<file path="src/rtl/qtl_pkg.sv">
// Shared types and constants for the quoted token lexer.
package qtl_pkg;

	// Character codes used by the lexer rules
	localparam logic [7:0] ChQuote  = 8'h22;
	localparam logic [7:0] ChBslash = 8'h5C;
	localparam logic [7:0] ChHash   = 8'h23;
	localparam logic [7:0] ChNl     = 8'h0A;
	localparam logic [7:0] ChCr     = 8'h0D;
	localparam logic [7:0] ChTab    = 8'h09;
	localparam logic [7:0] ChSpace  = 8'h20;
	localparam logic [7:0] ChDot    = 8'h2E;
	localparam logic [7:0] ChColon  = 8'h3A;
	localparam logic [7:0] ChEquals = 8'h3D;
	localparam logic [7:0] ChSlash  = 8'h2F;
	localparam logic [7:0] ChDash   = 8'h2D;
	localparam logic [7:0] ChUscore = 8'h5F;

	// Bit positions of the flags on the result tuser
	localparam int UserHasChar  = 0;
	localparam int UserTokEnd   = 1;
	localparam int UserTokDisc  = 2;
	localparam int UserLineOk   = 3;
	localparam int UserW        = 4;

	// One lexer result
	typedef struct packed {
		logic       has_char;
		logic [7:0] out_char;
		logic       token_end;
		logic       token_discard;
		logic       line_done;
		logic       line_ok;
	} result_t;

endpackage

</file>
<file path="src/rtl/qtl_step.sv">
// Lexer mode and line error registers with the per-character step logic.
module qtl_step (
	input  logic                clk,
	input  logic                arst_n,
	input  logic                step_en,   // commit this character's step
	input  logic [7:0]          ch,
	input  logic                line_end,
	output qtl_pkg::result_t    res
);

	typedef enum logic [2:0] {
		MODE_BLANK   = 3'd0,
		MODE_WORD    = 3'd1,
		MODE_QUOTED  = 3'd2,
		MODE_ESCAPED = 3'd3,
		MODE_COMMENT = 3'd4
	} mode_t;

	mode_t mode_q, mode_nxt, mode_new;
	logic  err_q, err_nxt, err_new;
	logic [7:0] c;
	logic  is_word, is_blank;

	// Classify the character; a terminator acts as a newline
	always_comb begin
		c = line_end ? qtl_pkg::ChNl : ch;
		is_word = (c >= 8'h41 && c <= 8'h5A) || (c >= 8'h61 && c <= 8'h7A) ||
			(c >= 8'h30 && c <= 8'h39) || c == qtl_pkg::ChDot ||
			c == qtl_pkg::ChColon || c == qtl_pkg::ChEquals ||
			c == qtl_pkg::ChSlash || c == qtl_pkg::ChDash ||
			c == qtl_pkg::ChUscore;
		is_blank = c == qtl_pkg::ChSpace || c == qtl_pkg::ChTab ||
			c == qtl_pkg::ChCr || c == qtl_pkg::ChNl;
	end

	// Advance the lexer by one character
	always_comb begin
		mode_new = mode_q;
		err_new  = err_q;
		res      = '0;
		if (!err_q) begin
			case (mode_q)
				MODE_BLANK: begin
					if (is_word) begin
						mode_new     = MODE_WORD;
						res.has_char = 1'b1;
						res.out_char = c;
					end else if (c == qtl_pkg::ChQuote) begin
						mode_new = MODE_QUOTED;
					end else if (is_blank) begin
						mode_new = MODE_BLANK;
					end else if (c == qtl_pkg::ChHash) begin
						mode_new = MODE_COMMENT;
					end else begin
						err_new = 1'b1;
					end
				end
				MODE_WORD: begin
					if (is_word) begin
						res.has_char = 1'b1;
						res.out_char = c;
					end else if (is_blank) begin
						res.token_end = 1'b1;
						mode_new      = MODE_BLANK;
					end else if (c == qtl_pkg::ChHash) begin
						res.token_discard = 1'b1;
						mode_new          = MODE_COMMENT;
					end else begin
						err_new = 1'b1;
					end
				end
				MODE_QUOTED: begin
					if (c == qtl_pkg::ChQuote) begin
						res.token_end = 1'b1;
						mode_new      = MODE_BLANK;
					end else if (c == qtl_pkg::ChBslash) begin
						mode_new = MODE_ESCAPED;
					end else begin
						res.has_char = 1'b1;
						res.out_char = c;
					end
				end
				MODE_ESCAPED: begin
					res.has_char = 1'b1;
					res.out_char = c;
					mode_new     = MODE_QUOTED;
				end
				MODE_COMMENT: begin
					mode_new = MODE_COMMENT;
				end
				default: begin
					mode_new = MODE_BLANK;
				end
			endcase
		end
		// Report the line and start the next one clean
		mode_nxt = mode_new;
		err_nxt  = err_new;
		if (line_end) begin
			res.line_done = 1'b1;
			res.line_ok   = !err_new &&
				(mode_new == MODE_BLANK || mode_new == MODE_COMMENT);
			mode_nxt      = MODE_BLANK;
			err_nxt       = 1'b0;
		end
	end

	// Hold mode and sticky error between characters
	always_ff @(posedge clk or negedge arst_n) begin
		if (!arst_n) begin
			mode_q <= MODE_BLANK;
			err_q  <= 1'b0;
		end else if (step_en) begin
			mode_q <= mode_nxt;
			err_q  <= err_nxt;
		end
	end

endmodule

</file>
<file path="src/rtl/quoted_token_lexer_unit.sv">
// Quoted token lexer: the input transaction is registered in stage 1 and the lexer result in stage 2.
// Throughput one character per clock while no result stalls; the lexer mode register closes
// the per-character loop. A stalled result holds the step, and stage 1 still takes one
// more input transaction before the input stalls.
// Reset clears both stage valids, sets the mode to blank and clears the line error.
// A result is presented on the master side until it is taken.
module quoted_token_lexer_unit (
	input  logic                         clk,
	input  logic                         arst_n,
	input  logic                         s_tvalid,
	output logic                         s_tready,
	input  logic [7:0]                   s_tdata,  // [7:0] ch
	input  logic                         s_tlast,  // line_end
	output logic                         m_tvalid,
	input  logic                         m_tready,
	output logic [7:0]                   m_tdata,  // [7:0] out_char
	output logic [qtl_pkg::UserW-1:0]    m_tuser,  // has_char, token_end, token_discard, line_ok
	output logic                         m_tlast   // line_done
);

	logic             valid_s1, valid_s2;
	logic [7:0]       ch_s1;
	logic             eol_s1;
	qtl_pkg::result_t res_step, res_s2;
	logic             adv_s2, step_en;

	// Move stage 1 on whenever the result register is free or being drained
	assign adv_s2   = !valid_s2 || m_tready;
	assign s_tready = !valid_s1 || adv_s2;
	assign step_en  = valid_s1 && adv_s2;

	qtl_step u_step (
		.clk      (clk),
		.arst_n   (arst_n),
		.step_en  (step_en),
		.ch       (ch_s1),
		.line_end (eol_s1),
		.res      (res_step)
	);

	// Stage valids
	always_ff @(posedge clk or negedge arst_n) begin
		if (!arst_n) begin
			valid_s1 <= 1'b0;
			valid_s2 <= 1'b0;
		end else begin
			if (s_tready)
				valid_s1 <= s_tvalid;
			if (adv_s2)
				valid_s2 <= valid_s1;
		end
	end

	// Capture input transaction and lexer result
	always_ff @(posedge clk) begin
		if (s_tready && s_tvalid) begin
			ch_s1  <= s_tdata;
			eol_s1 <= s_tlast;
		end
		if (step_en)
			res_s2 <= res_step;
	end

	// Drive the result channel
	assign m_tvalid = valid_s2;
	assign m_tdata  = res_s2.out_char;
	assign m_tlast  = res_s2.line_done;
	always_comb begin
		m_tuser                       = '0;
		m_tuser[qtl_pkg::UserHasChar] = res_s2.has_char;
		m_tuser[qtl_pkg::UserTokEnd]  = res_s2.token_end;
		m_tuser[qtl_pkg::UserTokDisc] = res_s2.token_discard;
		m_tuser[qtl_pkg::UserLineOk]  = res_s2.line_ok;
	end

endmodule

</file>
<file path="config.mk">
export PLATFORM = sky130hd
export DESIGN_NAME = quoted_token_lexer_unit
export DESIGN_NICKNAME = d
export VERILOG_FILES = /design/src/rtl/qtl_pkg.sv /design/src/rtl/qtl_step.sv /design/src/rtl/quoted_token_lexer_unit.sv
export SDC_FILE = /design/constraint.sdc
export NUM_CORES = 1
export LEC_CHECK = 0
export ABC_CLOCK_PERIOD_IN_PS = 3200
export BUFFER_PORTS_ARGS = -buffer_cell sky130_fd_sc_hd__buf_2
export CORE_MARGIN = 1
export CORE_UTILIZATION = 57
export DETAILED_ROUTE_END_ITERATION = 8
export PLACE_DENSITY = 0.82
export SYNTH_ARGS = -nofsm -noshare
export SYNTH_HDL_FRONTEND = slang
export SYNTH_SLANG_ARGS = --single-unit
</file>
<file path="constraint.sdc">
create_clock -name clk -period 3.2 [get_ports clk]
set_clock_uncertainty 0.05 [all_clocks]
set_input_delay 0.16 -clock clk [delete_from_list [all_inputs] [get_ports clk]]
set_output_delay 0.16 -clock clk [all_outputs]
set_load 0.02 [all_outputs]
</file>
==> results of run 1 <==
[per-stage QoR]
| stage | total power, mW | area (um^2) | std cells | hold slack, ns |
|---|---|---|---|---|
| after floorplan | 0.646 | 1380 | 123 | -0.186 |
| after global placement | 0.698 | 1520 | 173 | -0.0667 |
| after detailed placement | 0.707 | 1520 | 173 | -0.0643 |
| after CTS | 0.858 | 1660 | 188 | 0.0731 |
| after global routing | 0.906 | 1660 | 188 | 0.114 |
| final | 0.860 | 1660 | 188 | 0.0876 |
[cells by family after synthesis]
| group | Yosys count | synth area share |
|---|---|---|
| compound gates | 26 | 0.136 |
| buf+inv | 8 | 0.0282 |
| flops | 28 | 0.590 |
| mux | 1 | 0.00819 |
| simple gates | 60 | 0.238 |
[repair_timing]
action,4_1_cts,5_1_grt
hold buffers,11,0
endpoints found under the hold margin,16,0
endpoints found under the setup margin,0,0
setup buffers,0,0
resized for setup,0,0
[critical path: cells and delay by family, from the launching register on]
family             cells  cell delay (ns)
AOI/OAI and AO/OA      2             0.80
DFF                    1             0.48
and+or+nand+nor        3             0.77
[final cells by class]
| type | instances | area, um^2 |
|---|---|---|
| Fill cell | 158 | 576 |
| Multi-Input combinational cell | 87 | 526 |
| Tap cell | 28 | 35.0 |
| Timing Repair Buffer | 39 | 253 |
| Inverter | 2 | 7.51 |
| Clock buffer | 4 | 26.3 |
| Sequential cell | 28 | 811 |
[cell usage in the layout, fill, tap and decap left out, types with 2 or more instances in the layout]
| cell | Yosys | routed |
|---|---|---|
| sky130_fd_sc_hd__edfxtp_1 | 22 | 22 |
| sky130_fd_sc_hd__nor2_1 | 16 | 16 |
| sky130_fd_sc_hd__a211oi_1 | 2 | 2 |
| sky130_fd_sc_hd__a31oi_1 | 2 | 2 |
| sky130_fd_sc_hd__nor4_1 | 3 | 3 |
| sky130_fd_sc_hd__dlygate4sd3_1 | 0 | 11 |
| sky130_fd_sc_hd__inv_1 | 2 | 2 |
| sky130_fd_sc_hd__nor3b_1 | 4 | 4 |
| sky130_fd_sc_hd__o21ai_0 | 8 | 8 |
| sky130_fd_sc_hd__nor2b_1 | 3 | 3 |
| sky130_fd_sc_hd__buf_2 | 0 | 27 |
| sky130_fd_sc_hd__nand2_1 | 9 | 9 |
| sky130_fd_sc_hd__a21oi_1 | 4 | 4 |
| sky130_fd_sc_hd__nand3b_1 | 2 | 2 |
| sky130_fd_sc_hd__dfrtp_1 | 6 | 6 |
| sky130_fd_sc_hd__nand2b_1 | 7 | 7 |
| sky130_fd_sc_hd__clkbuf_4 | 0 | 3 |
| sky130_fd_sc_hd__nand3_1 | 5 | 5 |
[cell usage after synthesis, drive strengths merged]
library cell / instances
a2111oi: 1
o22a: 1
nor4bb: 1
inv: 2
o2111ai: 1
edfxtp: 22
nor4b: 1
a21o: 1
nand2: 9
clkbuf: 5
o31a: 1
nand4: 1
mux2: 1
or3: 1
nand3: 5
a211oi: 2
and3: 1
a32o: 1
buf: 1
o21ai: 9
o21bai: 1
nor3: 1
or4b: 1
nand3b: 2
o31ai: 1
dfrtp: 6
nor3b: 4
a21oi: 4
and2: 1
nand2b: 7
nor2b: 3
or4: 1
o211ai: 1
or2: 2
nor2: 16
nor4: 3
a31oi: 2
[routing by layer]
metal	GRT usage	share of wire	up-vias
met5	0	0	-
met4	0.134	0.033	0
met3	0.0476	0.072	13
met2	0.386	0.50	73
met1	0.281	0.39	511
li1	-	-	530
[path summary, 6_finish.rpt]
kind / slack (ns) / endpoint / from
worst max register to register: 0.84 / m_tdata[4] / ch_s1[3]
worst min register to register: 0.50 / m_tvalid / valid_s1
min in group asynchronous: 0.11 / m_tvalid / arst_n
worst max-delay path: 0.84 / m_tdata[4] / ch_s1[3]
worst min-delay path: 0.09 / valid_s1 / m_tready
max in group asynchronous: 2.86 / u_step.err_q / arst_n
[power by group through the flow]
stage | logic, mW | clock network [mW] | registers, mW
after floorplan | 0.133 | 0 | 0.513
after global placement | 0.194 | 0 | 0.504
after detailed placement | 0.201 | 0 | 0.507
after CTS | 0.211 | 0.149 | 0.498
after global routing | 0.238 | 0.163 | 0.506
final | 0.213 | 0.146 | 0.500
[state kept, by name (all words and copies together) (netlist names)]
| signal | flops |
|---|---|
| m_tuser | 4 |
| m_tlast | 1 |
| valid_s1 | 1 |
| m_tdata | 8 |
| u_step.mode_q | 3 |
| m_tvalid | 1 |
| eol_s1 | 1 |
| ch_s1 | 8 |
| u_step.err_q | 1 |
==> impl_metrics.env, run 1 <==
export IMPL_start_util=0.616
export IMPL_post_route_util=0.742
export IMPL_number_of_synthesized_register_bits=28
export IMPL_totalNegativeSetupSlack_ns=0
export IMPL_drc=0
export IMPL_setup_worst_path_start_class="register"
export IMPL_rsz_0062_raised_after_global_routing="no"
export IMPL_wl_mm=2.66
export IMPL_worstHoldPathType="primary input to register"
export IMPL_setup_crit_end_kind="register"
export IMPL_row_count=17
export IMPL_die_area_um2=2610
export IMPL_grt_first_pass_wirelength_mm=4.40
export IMPL_report_final_setup_viol=0
export IMPL_grt_ovfl_total=0
export IMPL_min_path_cells=3
export IMPL_clk_insertion_delay_late_ns=0.33
export IMPL_grt_util_all_layers=0.233
export IMPL_die_y_um=51.1
export IMPL_tritoncts="yes"
export IMPL_syn_area_per_cell_um2=11.2
export IMPL_total_number_of_nets_in_the_final_design=174
export IMPL_tritoncts_num_sinks=28
export IMPL_io_buffer_count=27
export IMPL_power_switching_fraction=0.322
export IMPL_crit_chain="or3_1 > nor3_1 > o21ai_0 > o211ai_1 > nor2_1"
export IMPL_power_density_nw_per_um2=519
export IMPL_synthDominantAreaCellType="sky130_fd_sc_hd__edfxtp_1"
export IMPL_clockBufferDepth=2
export IMPL_route_vias_total=1127
export IMPL_cts_buffers_inserted=3
export IMPL_maxCapViolations=0
export IMPL_ir_worst_vdd_v=0.000440
export IMPL_initialDrtViolationCount=49
export IMPL_ant_nets=0
export IMPL_drive_above_1_share=0.219
export IMPL_p_leak_nw=0.643
export IMPL_ys_warn_count=0
export IMPL_crit_slowest_cell="sky130_fd_sc_hd__o211ai_1"
export IMPL_data_required_critical_path_ns=3.22
export IMPL_syn_instance_count=123
export IMPL_post_route_period_util=0.738
export IMPL_vias_per_cell=5.99
export IMPL_outcome="completed"
export IMPL_design_core_area_um2=2230
export IMPL_antenna_diode_count=0
export IMPL_timing_slew_headroom=0.586
export IMPL_hpwlAfterDp_mm=1.81
export IMPL_number_of_antenna_violations_at_the_first_check_in_global_routing=0
export IMPL_synth_fp_nets=136
export IMPL_vias_in_the_first_global_route=1010
export IMPL_synthToLayoutAreaGrowth_pct=20.6
export IMPL_power_clock_fraction=0.170
export IMPL_io_pins=28
export IMPL_maxClockFrequency_mhz=424
export IMPL_synth_top_cell_area_share=0.480
export IMPL_drt_wl_cell_um=14.2
export IMPL_cts_reportedPaths_clkPinSlew_ns=0.14
export IMPL_htreeDepth=1
export IMPL_cpPeakStageDelay_ns=0.58
export IMPL_final_critical_path_setup_slack_ns=0.840
export IMPL_floorplan_die_width_um=51.1
export IMPL_grt_max_degree=20
export IMPL_ys_seq_area_frac=0.590
export IMPL_synth_top_area_cells="sky130_fd_sc_hd__edfxtp_1 (48%), sky130_fd_sc_hd__dfrtp_1 (11%), sky130_fd_sc_hd__nor2_1 (4.4%)"
export IMPL_worst_r2r_path_depth=5
export IMPL_critical_path_arrival_ns=2.38
export IMPL_timing_final_crit_period_ns=2.36
export IMPL_report_final_slew_viol_count=0
export IMPL_cts_root_buf="sky130_fd_sc_hd__clkbuf_4"
export IMPL_detailedPlace_worstSlack_ns=0.869
export IMPL_critical_path_class="register to register"
export IMPL_drt_pass1_iter_count=4
export IMPL_globalplace_congestion=0.857
export IMPL_share_seq_of_total_power=0.582
export IMPL_power_combinational_fraction=0.248
export IMPL_cp_max_fo=9
export IMPL_power_switching_mw=0.277
export IMPL_synthDistinctLibCells=40
export IMPL_synth_area_um2=1380
export IMPL_p_int_mw=0.583
export IMPL_finalHoldViolCount=0
export IMPL_timing_worst_slew_pin_value_ns=0.618
No activity file was read; power rests on OpenSTA's default activity.
==> inputs of run 2 (changes only) <==
--- a/config.mk
+++ b/config.mk
@@ -5,12 +5,13 @@
 export SDC_FILE = /design/constraint.sdc
 export NUM_CORES = 1
 export LEC_CHECK = 0
-export ABC_CLOCK_PERIOD_IN_PS = 3200
+export ABC_AREA = 1
+export ABC_CLOCK_PERIOD_IN_PS = 2200
 export BUFFER_PORTS_ARGS = -buffer_cell sky130_fd_sc_hd__buf_2
 export CORE_MARGIN = 1
-export CORE_UTILIZATION = 57
+export CORE_UTILIZATION = 54
 export DETAILED_ROUTE_END_ITERATION = 8
-export PLACE_DENSITY = 0.82
+export PLACE_DENSITY = 0.78
 export SYNTH_ARGS = -nofsm -noshare
 export SYNTH_HDL_FRONTEND = slang
 export SYNTH_SLANG_ARGS = --single-unit
==> constraint.sdc (replaced) <==
create_clock -name clk -period 2.2 [get_ports clk]
set_clock_uncertainty 0.05 [all_clocks]
set_input_delay 0.11 -clock clk [delete_from_list [all_inputs] [get_ports clk]]
set_output_delay 0.11 -clock clk [all_outputs]
set_load 0.02 [all_outputs]
==> run 2 against run 1 <==
Effect of this change:
- area after synthesis rose by 7.7%
- worst hold slack got worse by 0.016 ns
- critical path type unchanged
- synthesized cell count rose by 44%
==> impl_metrics.env, run 2 <==
export IMPL_cell_with_the_most_instances_after_synthesis="sky130_fd_sc_hd__nand2_1"
export IMPL_setup_crit_end_kind="register"
export IMPL_clk_insertion_delay_late_ns=0.34
export IMPL_drt_pass1_iter_count=4
export IMPL_mostFrequentLayoutCell="sky130_fd_sc_hd__nand2_1"
export IMPL_vias_in_the_first_global_route=1196
export IMPL_synth_flop_cell="sky130_fd_sc_hd__edfxtp_1"
export IMPL_maxCapViolations=0
export IMPL_cts_root_buf="sky130_fd_sc_hd__clkbuf_4"
export IMPL_power_clock_fraction=0.164
export IMPL_report_final_slew_viol_count=0
export IMPL_initialDrtViolationCount=64
export IMPL_maxClockFrequency_mhz=456
export IMPL_crit_slowest_cell="sky130_fd_sc_hd__edfxtp_1"
export IMPL_drt_wl_cell_um=13.8
export IMPL_number_of_antenna_violations_at_the_first_check_in_global_routing=0
export IMPL_htreeDepth=1
export IMPL_number_of_flops_mapped_to_enable_cells_by_yosys=22
export IMPL_cpPeakStageDelay_ns=0.52
export IMPL_io_pins=28
export IMPL_ir_worst_vdd_v=0.000567
export IMPL_synthDominantAreaCellType="sky130_fd_sc_hd__edfxtp_1"
export IMPL_ys_warn_count=0
export IMPL_critical_path_arrival_ns=2.26
export IMPL_synth_fp_nets=190
export IMPL_finalHoldViolCount=0
export IMPL_timing_final_crit_period_ns=2.19
export IMPL_synth_top_area_cells="sky130_fd_sc_hd__edfxtp_1 (45%), sky130_fd_sc_hd__nand2_1 (13%), sky130_fd_sc_hd__dfrtp_1 (10%)"
export IMPL_drc=0
export IMPL_layoutNonFillerInstCount=257
export IMPL_route_vias_total=1413
export IMPL_synth_top_cell_area_share=0.446
export IMPL_grt_ovfl_total=0
export IMPL_total_number_of_nets_in_the_final_design=241
export IMPL_tritoncts="yes"
export IMPL_power_combinational_fraction=0.304
export IMPL_report_final_setup_viol=0
export IMPL_syn_instance_count=177
export IMPL_post_route_period_util=0.998
export IMPL_clockBufferDepth=2
export IMPL_drive_above_1_share=0.326
export IMPL_p_leak_nw=0.887
export IMPL_multi_input_area_um2=623
export IMPL_wl_mm=3.56
export IMPL_grt_util_all_layers=0.245
export IMPL_crit_chain="inv_4 > nand2_2 > nor2_2 > nand4_1 > or2_2 > nand2_1 > nand4_1 > nand2_1 > nand2_1 > nand2_1 > nor2_1"
export IMPL_synth_top_cells_by_count="sky130_fd_sc_hd__nand2_1 (52), sky130_fd_sc_hd__inv_1 (23), sky130_fd_sc_hd__edfxtp_1 (22)"
export IMPL_floorplan_die_width_um=54.4
export IMPL_async_flop_share=0.214
export IMPL_row_count=18
export IMPL_hpwlAfterDp_mm=2.21
export IMPL_setup_worst_path_start_class="register"
export IMPL_outcome="completed"
export IMPL_io_buffer_count=27
export IMPL_cp_max_fo=6
export IMPL_die_area_um2=2960
export IMPL_mostFrequentLayoutCells="sky130_fd_sc_hd__nand2_1 (46), sky130_fd_sc_hd__buf_2 (27), sky130_fd_sc_hd__inv_1 (22), sky130_fd_sc_hd__edfxtp_1 (22), sky130_fd_sc_hd__nand2_2 (13)"
export IMPL_cpMostUsedCell="sky130_fd_sc_hd__nand2_1"
export IMPL_timing_worst_slew_pin_value_ns=0.522
export IMPL_vias_per_cell=5.50
export IMPL_share_seq_of_total_power=0.532
export IMPL_die_y_um=54.4
export IMPL_power_switching_mw=0.483
export IMPL_power_density_nw_per_um2=702
export IMPL_grt_max_degree=16
export IMPL_synthDistinctLibCells=20
export IMPL_tritoncts_num_sinks=28
export IMPL_n_fill_cell=166
export IMPL_critical_path_class="register to register"
export IMPL_grt_first_pass_wirelength_mm=5.07
export IMPL_p_int_mw=0.862
export IMPL_cts_reportedPaths_clkPinSlew_ns=0.14
export IMPL_synth_area_um2=1480
export IMPL_start_util=0.582
export IMPL_antenna_diode_count=0
export IMPL_ys_seq_area_frac=0.547
export IMPL_timing_slew_headroom=0.651
export IMPL_number_of_synthesized_register_bits=28
export IMPL_data_required_critical_path_ns=2.26
export IMPL_sequential_cell_area_um2=811
export IMPL_cts_buffers_inserted=3
export IMPL_design_core_area_um2=2540
export IMPL_synthToLayoutAreaGrowth_pct=29.4
export IMPL_totalNegativeSetupSlack_ns=0
export IMPL_holdWs_ns=0.0720
export IMPL_syn_area_per_cell_um2=8.37
export IMPL_globalplace_congestion=1.01
export IMPL_ant_nets=0
export IMPL_rsz_0062_raised_after_global_routing="yes"
export IMPL_dp_cells=234
export IMPL_power_switching_fraction=0.359
export IMPL_worstHoldPathType="primary input to asynchronous set/reset pin"
-- run 2: cell type report --
cell class | instances | share of cell area
clock inverters | 1 | 0.00196
repair inverters | 1 | 0.00392
flip-flops and latches | 28 | 0.423
inverters | 24 | 0.0483
well taps | 30 | 0.0196
repair buffers | 47 | 0.166
multi-input cells | 123 | 0.325
clock buffers | 3 | 0.0117
-- run 2: timing repair --
action | CTS | global route
buffers inserted | 0 | 6
gates resized for setup | 1 | 24
hold buffers | 12 | 0
cloned | 0 | 1
pin swaps | 0 | 11
hold endpoints to repair | 17 | 0
endpoints found under the setup margin | 7 | 8
-- run 2: critical path: cells and delay by family (launching register included) --
kind,cells,cell delay (ns)
flip-flops,1,0.52
buffers and inverters,1,0.15
AND/OR/NAND/NOR,10,1.24
-- run 2: cell families after synthesis --
family	Yosys count	synth area share
and+or+nand+nor	113	0.343
buffers and inverters	26	0.0760
AOI/OAI and AO/OA	10	0.0338
DFF	28	0.547
-- run 2: through the flow --
| step | instance area (um^2) | utilization | power, mW | setup slack (ns) |
|---|---|---|---|---|
| floorplan | 1480 | - | 0.968 | 0.232 |
| global placement | 1650 | 0.647 | 1.05 | 0.0156 |
| detailed placement | 1650 | 0.647 | 1.06 | -0.0167 |
| CTS | 1800 | 0.706 | 1.29 | 0.108 |
| global route | 1920 | 0.753 | 1.41 | -0.135 |
| finish | 1920 | 0.753 | 1.34 | 0.00546 |
-- run 2: final timing paths --
| kind | startpoint | to | slack, ns | cells after the start |
|---|---|---|---|---|
| worst max-delay path | eol_s1 | m_tuser[3] | 0.005 | 11 |
| worst min-delay path | arst_n | u_step.err_q | 0.07 | 2 |
| worst max register to register | eol_s1 | m_tuser[3] | 0.005 | 11 |
| worst min register to register | u_step.mode_q[0] | u_step.mode_q[0] | 0.53 | 2 |
| max in group asynchronous | arst_n | u_step.mode_q[0] | 1.89 | 2 |
| min in group clk | s_tdata[1] | ch_s1[1] | 0.41 | 2 |
-- run 2: power groups by stage --
stage | Sequential, mW | Clock, mW | Combinational [mW]
global route | 0.724 | 0.238 | 0.452
global placement | 0.715 | 0 | 0.333
floorplan | 0.758 | 0 | 0.211
detailed placement | 0.721 | 0 | 0.343
CTS | 0.709 | 0.219 | 0.364
finish | 0.716 | 0.220 | 0.409
-- run 2: per-layer routing --
layer,track usage,share of wire,up-vias
met2,0.425,0.52,87
met5,0,0,-
met1,0.299,0.37,640
met3,0.0361,0.079,15
li1,-,-,671
met4,0.111,0.027,0
